## config.mk

```make
export PLATFORM = sky130hd
export DESIGN_NAME = one_shot_timer_queue_flat
export DESIGN_NICKNAME = d
export VERILOG_FILES = /design/src/hw/rtl/otq_pkg.sv /design/src/hw/rtl/otq_if.sv /design/src/hw/rtl/otq_cell.sv /design/src/hw/rtl/one_shot_timer_queue.sv /design/src/flat_wrapper.sv
export SDC_FILE = /design/constraint.sdc
export NUM_CORES = 2
export LEC_CHECK = 0
export ABC_AREA = 1
export BUFFER_PORTS_ARGS = -buffer_cell sky130_fd_sc_hd__buf_4
export CORE_MARGIN = 2
export CORE_UTILIZATION = 50
export CTS_BUF_LIST = sky130_fd_sc_hd__clkbuf_4
export DETAILED_ROUTE_END_ITERATION = 6
export PLACE_DENSITY = 0.63
export SLEW_MARGIN = 20
export SYNTH_ARGS = -nofsm -noshare
export SYNTH_HDL_FRONTEND = slang
export SYNTH_HIERARCHICAL = 1
export SYNTH_SLANG_ARGS = --single-unit
```

## constraint.sdc

```tcl
create_clock -name clk -period 6.4 [get_ports clk]
set_input_delay 1.28 -clock clk [delete_from_list [all_inputs] [get_ports clk]]
set_output_delay 1.28 -clock clk [all_outputs]
set_load 0.005 [all_outputs]
```

## src/hw/rtl/otq_pkg.sv

```systemverilog
// ----------------------------------------------------------------------------
// otq_pkg
// Shared codes and types for the one-shot timer queue: command codes, result
// kinds and the operation that the cell row carries out in a cycle.
// ----------------------------------------------------------------------------
package otq_pkg;

    localparam int EXPIRY_BITS = 32;

    typedef logic [EXPIRY_BITS-1:0] expiry_t;
    typedef logic [2:0]             kind_t;
    typedef logic [1:0]             cell_op_t;

    // command codes
    localparam logic CMD_START  = 1'b0;
    localparam logic CMD_EXPIRE = 1'b1;

    // result kinds
    localparam kind_t KIND_ARM      = 3'd0;
    localparam kind_t KIND_NOCHANGE = 3'd1;
    localparam kind_t KIND_FIRED    = 3'd2;
    localparam kind_t KIND_IDLE     = 3'd3;
    localparam kind_t KIND_FULL     = 3'd4;

    // cell row operations
    localparam cell_op_t OP_HOLD   = 2'd0;
    localparam cell_op_t OP_INSERT = 2'd1;
    localparam cell_op_t OP_SHIFT  = 2'd2;

endpackage

```

## src/hw/rtl/otq_if.sv

```systemverilog
// ----------------------------------------------------------------------------
// otq interfaces
// Valid/ready channels of the timer queue: the command word channel and the
// result word channel.
// ----------------------------------------------------------------------------
interface otq_req_if
    import otq_pkg::*;
#(
    parameter int HANDLE_BITS = 16
);
    logic                   valid;
    logic                   ready;
    logic                   cmd;
    expiry_t                expiry;
    logic [HANDLE_BITS-1:0] timer_handle;
    expiry_t                now;

    modport source (output valid, output cmd, output expiry, output timer_handle,
                    output now, input ready);
    modport sink   (input valid, input cmd, input expiry, input timer_handle,
                    input now, output ready);
endinterface

interface otq_rsp_if
    import otq_pkg::*;
#(
    parameter int HANDLE_BITS = 16
);
    logic                   valid;
    logic                   ready;
    kind_t                  kind;
    logic [HANDLE_BITS-1:0] fired_handle;
    expiry_t                arm_time;
    logic                   last;

    modport source (output valid, output kind, output fired_handle,
                    output arm_time, output last, input ready);
    modport sink   (input valid, input kind, input fired_handle,
                    input arm_time, input last, output ready);
endinterface

```

## src/hw/rtl/otq_cell.sv

```systemverilog
// ----------------------------------------------------------------------------
// otq_cell
// One slot of the sorted timer row. Holds a timer, compares it against the timer being
// inserted, takes its left neighbour or the new timer on an insert, its right one on a shift.
// ----------------------------------------------------------------------------
module otq_cell
    import otq_pkg::*;
#(
    parameter int HANDLE_BITS = 16
)
(
    input  logic                   clk,
    input  logic                   rst_n,
    input  cell_op_t               op,
    input  expiry_t                new_expiry,
    input  logic [HANDLE_BITS-1:0] new_handle,
    input  logic                   prev_valid,
    input  expiry_t                prev_expiry,
    input  logic [HANDLE_BITS-1:0] prev_handle,
    input  logic                   prev_ins,
    input  logic                   next_valid,
    input  expiry_t                next_expiry,
    input  logic [HANDLE_BITS-1:0] next_handle,
    output logic                   valid,
    output expiry_t                expiry,
    output logic [HANDLE_BITS-1:0] handle,
    output logic                   ins
);

    logic                   valid_reg;
    logic                   valid_next;
    expiry_t                expiry_reg;
    expiry_t                expiry_next;
    logic [HANDLE_BITS-1:0] handle_reg;
    logic [HANDLE_BITS-1:0] handle_next;

    // new timer goes at or before this slot (on a tie it goes behind this slot)
    assign ins = !valid_reg || (expiry_reg > new_expiry);

    always_comb
    begin
        valid_next  = valid_reg;
        expiry_next = expiry_reg;
        handle_next = handle_reg;
        unique case (op)
            OP_INSERT:
            begin
                if (ins)
                begin
                    if (prev_ins)
                    begin
                        valid_next  = prev_valid;
                        expiry_next = prev_expiry;
                        handle_next = prev_handle;
                    end
                    else
                    begin
                        valid_next  = 1'b1;
                        expiry_next = new_expiry;
                        handle_next = new_handle;
                    end
                end
            end
            OP_SHIFT:
            begin
                valid_next  = next_valid;
                expiry_next = next_expiry;
                handle_next = next_handle;
            end
            default:
            begin
                valid_next = valid_reg;
            end
        endcase
    end

    always_ff @(posedge clk or negedge rst_n)
    begin
        if (!rst_n)
        begin
            valid_reg <= 1'b0;
        end
        else
        begin
            valid_reg <= valid_next;
        end
    end

    always_ff @(posedge clk)
    begin
        expiry_reg <= expiry_next;
        handle_reg <= handle_next;
    end

    assign valid  = valid_reg;
    assign expiry = expiry_reg;
    assign handle = handle_reg;

endmodule

```

## src/hw/rtl/one_shot_timer_queue.sv

```systemverilog
// ----------------------------------------------------------------------------
// one_shot_timer_queue
// Sorted one-shot timer queue built as a row of DEPTH cells kept in expiry
// order; the head cell drives the hardware compare.
// ----------------------------------------------------------------------------
// start word: inserted in the accept cycle, result word registered
// expire word: now is sampled on accept, then each due timer leaves through the
//   head cell as a fired word, and a final word ends the sequence
// one word in flight at a time; the head-of-row shift sets the expire pace while results are taken
// reset empties the row at once (cell valid bits cleared), no clearing pass
// ----------------------------------------------------------------------------
module one_shot_timer_queue
    import otq_pkg::*;
#(
    parameter int DEPTH       = 16,
    parameter int HANDLE_BITS = 16
)
(
    input  logic      clk,
    input  logic      rst_n,
    otq_req_if.sink   req,
    otq_rsp_if.source rsp
);

    localparam logic ST_IDLE   = 1'b0;
    localparam logic ST_EXPIRE = 1'b1;

    logic                   state_reg;
    logic                   state_next;
    expiry_t                now_reg;
    logic                   out_valid_reg;
    logic                   out_valid_next;
    kind_t                  kind_reg;
    kind_t                  kind_next;
    logic [HANDLE_BITS-1:0] fired_reg;
    logic [HANDLE_BITS-1:0] fired_next;
    expiry_t                arm_reg;
    expiry_t                arm_next;
    logic                   last_reg;
    logic                   last_next;

    logic                   cell_valid [DEPTH];
    expiry_t                cell_expiry [DEPTH];
    logic [HANDLE_BITS-1:0] cell_handle [DEPTH];
    logic                   cell_ins [DEPTH];
    logic [DEPTH-1:0]       valid_vec;

    cell_op_t op;
    logic     load_ok;
    logic     accept;
    logic     full;
    logic     head_due;
    logic     load_result;

    genvar i;
    generate
        for (i = 0; i < DEPTH; i++)
        begin : g_cell
            logic                   p_valid;
            expiry_t                p_expiry;
            logic [HANDLE_BITS-1:0] p_handle;
            logic                   p_ins;
            logic                   n_valid;
            expiry_t                n_expiry;
            logic [HANDLE_BITS-1:0] n_handle;

            if (i == 0)
            begin : g_first
                assign p_valid  = 1'b0;
                assign p_expiry = '0;
                assign p_handle = '0;
                assign p_ins    = 1'b0;
            end
            else
            begin : g_mid
                assign p_valid  = cell_valid[i-1];
                assign p_expiry = cell_expiry[i-1];
                assign p_handle = cell_handle[i-1];
                assign p_ins    = cell_ins[i-1];
            end

            if (i == DEPTH-1)
            begin : g_end
                assign n_valid  = 1'b0;
                assign n_expiry = '0;
                assign n_handle = '0;
            end
            else
            begin : g_body
                assign n_valid  = cell_valid[i+1];
                assign n_expiry = cell_expiry[i+1];
                assign n_handle = cell_handle[i+1];
            end

            otq_cell #(
                .HANDLE_BITS (HANDLE_BITS)
            ) u_cell (
                .clk         (clk),
                .rst_n       (rst_n),
                .op          (op),
                .new_expiry  (req.expiry),
                .new_handle  (req.timer_handle),
                .prev_valid  (p_valid),
                .prev_expiry (p_expiry),
                .prev_handle (p_handle),
                .prev_ins    (p_ins),
                .next_valid  (n_valid),
                .next_expiry (n_expiry),
                .next_handle (n_handle),
                .valid       (cell_valid[i]),
                .expiry      (cell_expiry[i]),
                .handle      (cell_handle[i]),
                .ins         (cell_ins[i])
            );

            assign valid_vec[i] = cell_valid[i];
        end
    endgenerate

    assign load_ok   = !out_valid_reg || rsp.ready;
    assign req.ready = (state_reg == ST_IDLE) && load_ok;
    assign accept    = req.valid && req.ready;
    assign full      = cell_valid[DEPTH-1];
    assign head_due  = cell_valid[0] && (cell_expiry[0] <= now_reg);

    always_comb
    begin
        op          = OP_HOLD;
        state_next  = state_reg;
        load_result = 1'b0;
        kind_next   = kind_reg;
        fired_next  = fired_reg;
        arm_next    = arm_reg;
        last_next   = last_reg;
        unique case (state_reg)
            ST_IDLE:
            begin
                if (accept)
                begin
                    if (req.cmd == CMD_START)
                    begin
                        load_result = 1'b1;
                        fired_next  = '0;
                        arm_next    = '0;
                        last_next   = 1'b1;
                        if (full)
                        begin
                            kind_next = KIND_FULL;
                        end
                        else
                        begin
                            op = OP_INSERT;
                            if (cell_ins[0])
                            begin
                                kind_next = KIND_ARM;
                                arm_next  = req.expiry;
                            end
                            else
                            begin
                                kind_next = KIND_NOCHANGE;
                            end
                        end
                    end
                    else
                    begin
                        state_next = ST_EXPIRE;
                    end
                end
            end
            ST_EXPIRE:
            begin
                if (load_ok)
                begin
                    load_result = 1'b1;
                    fired_next  = '0;
                    arm_next    = '0;
                    if (head_due)
                    begin
                        op         = OP_SHIFT;
                        kind_next  = KIND_FIRED;
                        fired_next = cell_handle[0];
                        last_next  = 1'b0;
                    end
                    else
                    begin
                        state_next = ST_IDLE;
                        last_next  = 1'b1;
                        if (cell_valid[0])
                        begin
                            kind_next = KIND_ARM;
                            arm_next  = cell_expiry[0];
                        end
                        else
                        begin
                            kind_next = KIND_IDLE;
                        end
                    end
                end
            end
            default:
            begin
                state_next = ST_IDLE;
            end
        endcase
    end

    always_comb
    begin
        if (load_result)
        begin
            out_valid_next = 1'b1;
        end
        else if (rsp.ready)
        begin
            out_valid_next = 1'b0;
        end
        else
        begin
            out_valid_next = out_valid_reg;
        end
    end

    always_ff @(posedge clk or negedge rst_n)
    begin
        if (!rst_n)
        begin
            state_reg     <= ST_IDLE;
            out_valid_reg <= 1'b0;
        end
        else
        begin
            state_reg     <= state_next;
            out_valid_reg <= out_valid_next;
        end
    end

    always_ff @(posedge clk)
    begin
        if (accept)
        begin
            now_reg <= req.now;
        end
        kind_reg  <= kind_next;
        fired_reg <= fired_next;
        arm_reg   <= arm_next;
        last_reg  <= last_next;
    end

    assign rsp.valid        = out_valid_reg;
    assign rsp.kind         = kind_reg;
    assign rsp.fired_handle = fired_reg;
    assign rsp.arm_time     = arm_reg;
    assign rsp.last         = last_reg;

    // held timers stay packed at the head of the row
    a_packed: assert property (@(posedge clk) disable iff (!rst_n)
        (((valid_vec >> 1) & ~valid_vec) == '0))
        else $error("timer row has a gap");

    // an insert adds exactly one timer
    a_insert_count: assert property (@(posedge clk) disable iff (!rst_n)
        (op == OP_INSERT) |=> ($countones(valid_vec) == $past($countones(valid_vec)) + 1))
        else $error("insert did not add one timer");

    // a fired word is only shown while its expire sequence is still running
    a_fired_in_expire: assert property (@(posedge clk) disable iff (!rst_n)
        (out_valid_reg && (kind_reg == KIND_FIRED)) |-> (state_reg == ST_EXPIRE))
        else $error("fired word outside expire sequence");

    // a rejected start leaves the row unchanged
    a_full_hold: assert property (@(posedge clk) disable iff (!rst_n)
        (accept && (req.cmd == CMD_START) && full) |=> $stable(valid_vec))
        else $error("full table changed on rejected start");

endmodule
```

## src/flat_wrapper.sv

```systemverilog
// flat-port wrapper written by rule: the top's interface ports become plain ports
module one_shot_timer_queue_flat import otq_pkg::*;
#(
    parameter int DEPTH       = 16,
    parameter int HANDLE_BITS = 16
)
  (clk, rst_n, req_valid, req_cmd, req_expiry, req_timer_handle, req_now, req_ready, rsp_valid, rsp_kind, rsp_fired_handle, rsp_arm_time, rsp_last, rsp_ready);
  otq_req_if #(.HANDLE_BITS(HANDLE_BITS)) req_i ();
  otq_rsp_if #(.HANDLE_BITS(HANDLE_BITS)) rsp_i ();
  input  logic clk;
  input  logic rst_n;
  input wire logic [$bits(req_i.valid)-1:0] req_valid;
  input wire logic [$bits(req_i.cmd)-1:0] req_cmd;
  input wire logic [$bits(req_i.expiry)-1:0] req_expiry;
  input wire logic [$bits(req_i.timer_handle)-1:0] req_timer_handle;
  input wire logic [$bits(req_i.now)-1:0] req_now;
  output wire logic [$bits(req_i.ready)-1:0] req_ready;
  output wire logic [$bits(rsp_i.valid)-1:0] rsp_valid;
  output wire logic [$bits(rsp_i.kind)-1:0] rsp_kind;
  output wire logic [$bits(rsp_i.fired_handle)-1:0] rsp_fired_handle;
  output wire logic [$bits(rsp_i.arm_time)-1:0] rsp_arm_time;
  output wire logic [$bits(rsp_i.last)-1:0] rsp_last;
  input wire logic [$bits(rsp_i.ready)-1:0] rsp_ready;
  assign req_i.valid = req_valid;
  assign req_i.cmd = req_cmd;
  assign req_i.expiry = req_expiry;
  assign req_i.timer_handle = req_timer_handle;
  assign req_i.now = req_now;
  assign req_ready = req_i.ready;
  assign rsp_valid = rsp_i.valid;
  assign rsp_kind = rsp_i.kind;
  assign rsp_fired_handle = rsp_i.fired_handle;
  assign rsp_arm_time = rsp_i.arm_time;
  assign rsp_last = rsp_i.last;
  assign rsp_i.ready = rsp_ready;
  one_shot_timer_queue #(.DEPTH(DEPTH), .HANDLE_BITS(HANDLE_BITS)) u_core (.clk(clk), .rst_n(rst_n), .req(req_i), .rsp(rsp_i));
endmodule
```

==> summary.md <==
| Metric | Value |
|---|---|
| Clk pin slew, worst setup/hold paths | `0.07 ns` |
| Clock share of power | `about a fifth` |
| Avg Cell Area, Syn | `8.18 sq um` |
| Slew Viols, Final | `0` |
| Row Count | `124` |
| Pwr dens | `a little under 400 mW/mm^2` |
| Post-CTS setup buffer count | `0` |
| Gate Count Post-Synth | `7037` |
| Critical path fanouts, max | `39` |
| Post-synthesis mux area share | `0%` |
| I/O Buffers | `138` |
| Root buf cell | `clkbuf_4` |
| Vias in the first global route | `46.3k` |
| Mapped Area | `between 0.05 and 0.06 sq mm` |
| Combinational Power Share | `36.6%` |
| Synth Flop Type | `edfxtp_1` |
| Hold path endpoint | `u_core/now_reg[9]$_DFFE_PP_` |
| WS Path Type | `reg -> reg` |
| Detailed placer's ending HPWL | `108000 um` |
| Worst-margin pin slew | `1.03 ns` |
| CP Launch Type | `flip-flop` |
| Simple-gate area share of the yosys netlist | `about a quarter` |
| Fmax | `209 MHz` |
| R2R Setup Slk | `1.62 ns` |
| Clock Tree Buf Depth | `4` |
| Multi-input logic area | `0.0279 sq mm` |
| Layout Cells excl Fill | `8957` |
| Die height | `343 um` |
| Max Cap Viol | `0` |
| Die area | `0.118 sq mm` |
| Adder-Cell Fraction of Synth Area | `11.8%` |
| Largest net degree at the start of global routing | `100` |
| Initial Util | `between 50 and 60%` |
| Final Util | `55.3%` |
| Io pins | `139` |
| DRT Pass-1 Iters | `6` |
| CTS buffer count | `between 200 and 300` |
| Status | `complete, no violations` |
| Final Wtd Congestion | `0.829` |
| WL per Instance | `16.4 um` |
| Post-synth EDFFs | `852` |
| ANT nets after route | `0` |
| R2R Path Start | `u_core/g_cell[0].u_cell/expiry[9]$_DFFE_PP_` |
| Setup TNS | `0 ns` |
| Die W | `~340 um` |
| CP arrival | `roughly 5.6 ns` |
| Min Tclk post-route | `4.78 ns` |
| Synth Area in Compound Gates | `11.2%` |
| Post-Route WL | `around 150000 um` |
| Internal power | `between 15 and 20 mW` |
| Core area | `about 0.11 sq mm` |
| Largest family of logic cells by synthesized area | `simple AND/OR/NAND/NOR gates` |
| Crit share post-route | `74.8%` |
| Req. time, crit path | `7.18 ns` |
| NumNets Final | `approximately 7.9k` |
| CP Capture Type | `flip-flop` |
| First-pass GRT wire length | `~240000 um` |
| DRC violation count after routing | `0` |
| Hold path depth | `1` |
| Max rail drop VDD | `0.383 mV` |
| Worst-Skew Late Latency | `1.20 ns` |
| Area growth from synthesis to layout | `9.72%` |
| Endpoints failing hold | `0` |
| Sequential share of power | `42.5%` |
| Resize count post-CTS | `0` |
| Leak Pwr | `28.9 nW` |
| Via density | `5.37` |
| Unrepaired setup endpoints after global routing | `no` |
| Fill cell total of the finished layout | `10.8k` |
| 1st-iter DRT viols | `4214` |
| Grt ovf | `0` |
| Slew headroom | `just over 30%` |
| Crit. Startpoint | `u_core/g_cell[0].u_cell/expiry[9]$_DFFE_PP_` |
| Hold slack | `0.252 ns` |
| CTS tree | `done` |
| H-tree Lvls | `5` |
| Xor/xnor share of the synthesized area | `0%` |
| R2R depth | `16` |
| Initial antenna violation count | `3` |
| Via count | `48.1k` |
| Clk_skew | `0.121 ns` |
| RR Endpoint | `u_core/g_cell[15].u_cell/expiry[23]$_DFFE_PP_` |
| P_sw | `roughly 9.6 mW` |
| Share of cells above drive strength 1 | `between 10% and 20%` |
| Max reg flops | `a little over 500` |
| Clock sink count | `870` |
| Yosys reg bits | `870` |
| Min-delay src | `req_now[9]` |
| Power, Total | `roughly 25 mW` |
| Flip-flop and latch area | `0.0260 sq mm` |
| Placed instance count | `between 8k and 9k` |
| Tightest Hold Check Type | `in -> reg` |
| Netlist cell types | `30` |
| Asr flop ratio synth | `2.07%` |
| Sw frac | `38.7%` |
| Yosys warns | `6` |
| Sequential fraction of the synthesis area | `45.2%` |
| GR Util All Layers | `24.9%` |
| Hold Buf Count CTS | `1` |
| Setup violators final | `0` |
placed cells by master (no fill, tap or decap), types with 35 or more instances in the layout:
| cell | instances |
|---|---|
| nand2_1 | 2217 |
| inv_1 | 701 |
| buf_4 | 202 |
| nand2_2 | 103 |
| nand4_1 | 66 |
| o21ai_0 | 35 |
| clkbuf_4 | 382 |
| nand3_1 | 67 |
| conb_1 | 102 |
| ha_1 | 544 |
| edfxtp_1 | 852 |
| a21oi_1 | 222 |
| nor2_1 | 925 |
| nor2_2 | 50 |
| a31oi_1 | 768 |
how the worst max path moves through the flow:
stage	to
2_1_floorplan	u_core/rsp.arm_time[0]$_DFFE_PP_
3_3_place_gp	u_core/g_cell[7].u_cell/handle[12]$_DFFE_PP_
3_5_place_dp	u_core/g_cell[7].u_cell/handle[12]$_DFFE_PP_
4_1_cts	u_core/g_cell[7].u_cell/expiry[21]$_DFFE_PP_
5_1_grt	u_core/g_cell[15].u_cell/expiry[23]$_DFFE_PP_
6_report	u_core/g_cell[15].u_cell/expiry[23]$_DFFE_PP_
layout make-up:
class                           instances  share of cell area, %
Multi-Input combinational cell       5216                   44.2
Sequential cell                       870                   41.2
Clock buffer                          382                   4.54
Inverter                              719                   4.27
Tap cell                             1512                   3.00
Timing Repair Buffer                  204                   2.45
Clock inverter                         46                  0.291
Antenna cell                            8                 0.0317
metrics by stage:
| step | area (sq um) | setup slack [ns] |
|---|---|---|
| 2_1_floorplan | 57900 | 0.851 |
| 3_3_place_gp | 60000 | 1.34 |
| 3_5_place_dp | 60000 | 1.21 |
| 4_1_cts | 63100 | 1.51 |
| 5_1_grt | 63100 | 1.18 |
| 6_report | 63100 | 1.62 |
routing by layer:
metal  vias up  share of wire [%]  wire length (um)  track usage, %
met5         -                  0                 0               0
met4         0                2.7              3950            9.05
met1     22000                 46             68400            34.6
li1      24300                  -                 -               -
met2      1515                 45             66300            39.4
met3       301                5.8              8460            3.74
power by group through the flow:
stage          logic, mW  clock network [mW]  registers (mW)
2_1_floorplan       6.89                   0            10.0
3_3_place_gp        8.64                   0            10.6
3_5_place_dp        9.01                   0            10.6
4_1_cts             9.05                5.33            10.5
5_1_grt             10.4                5.64            10.7
6_report            9.07                5.17            10.5
cell usage after synthesis, types with 2 or more instances:
| cell | instances | area share (%) |
|---|---|---|
| buf_2 | 80 | 0.70 |
| o21a_2 | 16 | 0.24 |
| edfxtp_1 | 852 | 44 |
| buf_4 | 19 | 0.25 |
| ha_1 | 544 | 12 |
| o21ai_0 | 36 | 0.31 |
| a21oi_1 | 222 | 1.9 |
| dfrtp_1 | 18 | 0.78 |
| nor3_2 | 16 | 0.28 |
| o21ai_1 | 16 | 0.14 |
| nand4_2 | 16 | 0.35 |
| o21a_1 | 2 | 0.026 |
| buf_1 | 18 | 0.12 |
| a31oi_1 | 768 | 8.3 |
| nor2_4 | 16 | 0.31 |
| inv_2 | 16 | 0.10 |
| inv_1 | 702 | 4.6 |
| nand3_1 | 67 | 0.58 |
| a21o_1 | 17 | 0.22 |
| nor2_1 | 927 | 6.0 |
| nor2_2 | 49 | 0.53 |
| nand4_1 | 66 | 0.72 |
| nand2_2 | 101 | 1.1 |
| clkbuf_1 | 215 | 1.4 |
| nand2_1 | 2233 | 15 |
critical path, cell delays in order (launching register included):
cell and delay, ns:
edfxtp_1 0.47, ha_1 0.33, nand2_1 0.07, nand2_1 0.06, nand3_1 0.06, nand2_1 0.06, a21oi_1 0.24, nand2_1 0.09
nand2_1 0.08, nand2_2 0.38, nand2_2 0.22, nand2_4 0.18, nor2_4 0.42, buf_4 0.39, nand2_4 0.29, nand2_2 0.51
buf_4 0.46
cell families after synthesis:
kind of cell	Yosys count
AOI/OAI and AO/OA	1077
buffers and inverters	1052
other	1
DFF	870
and+or+nand+nor	3493
adders and majority gates	544
No activity file was read; power rests on OpenSTA's default activity.
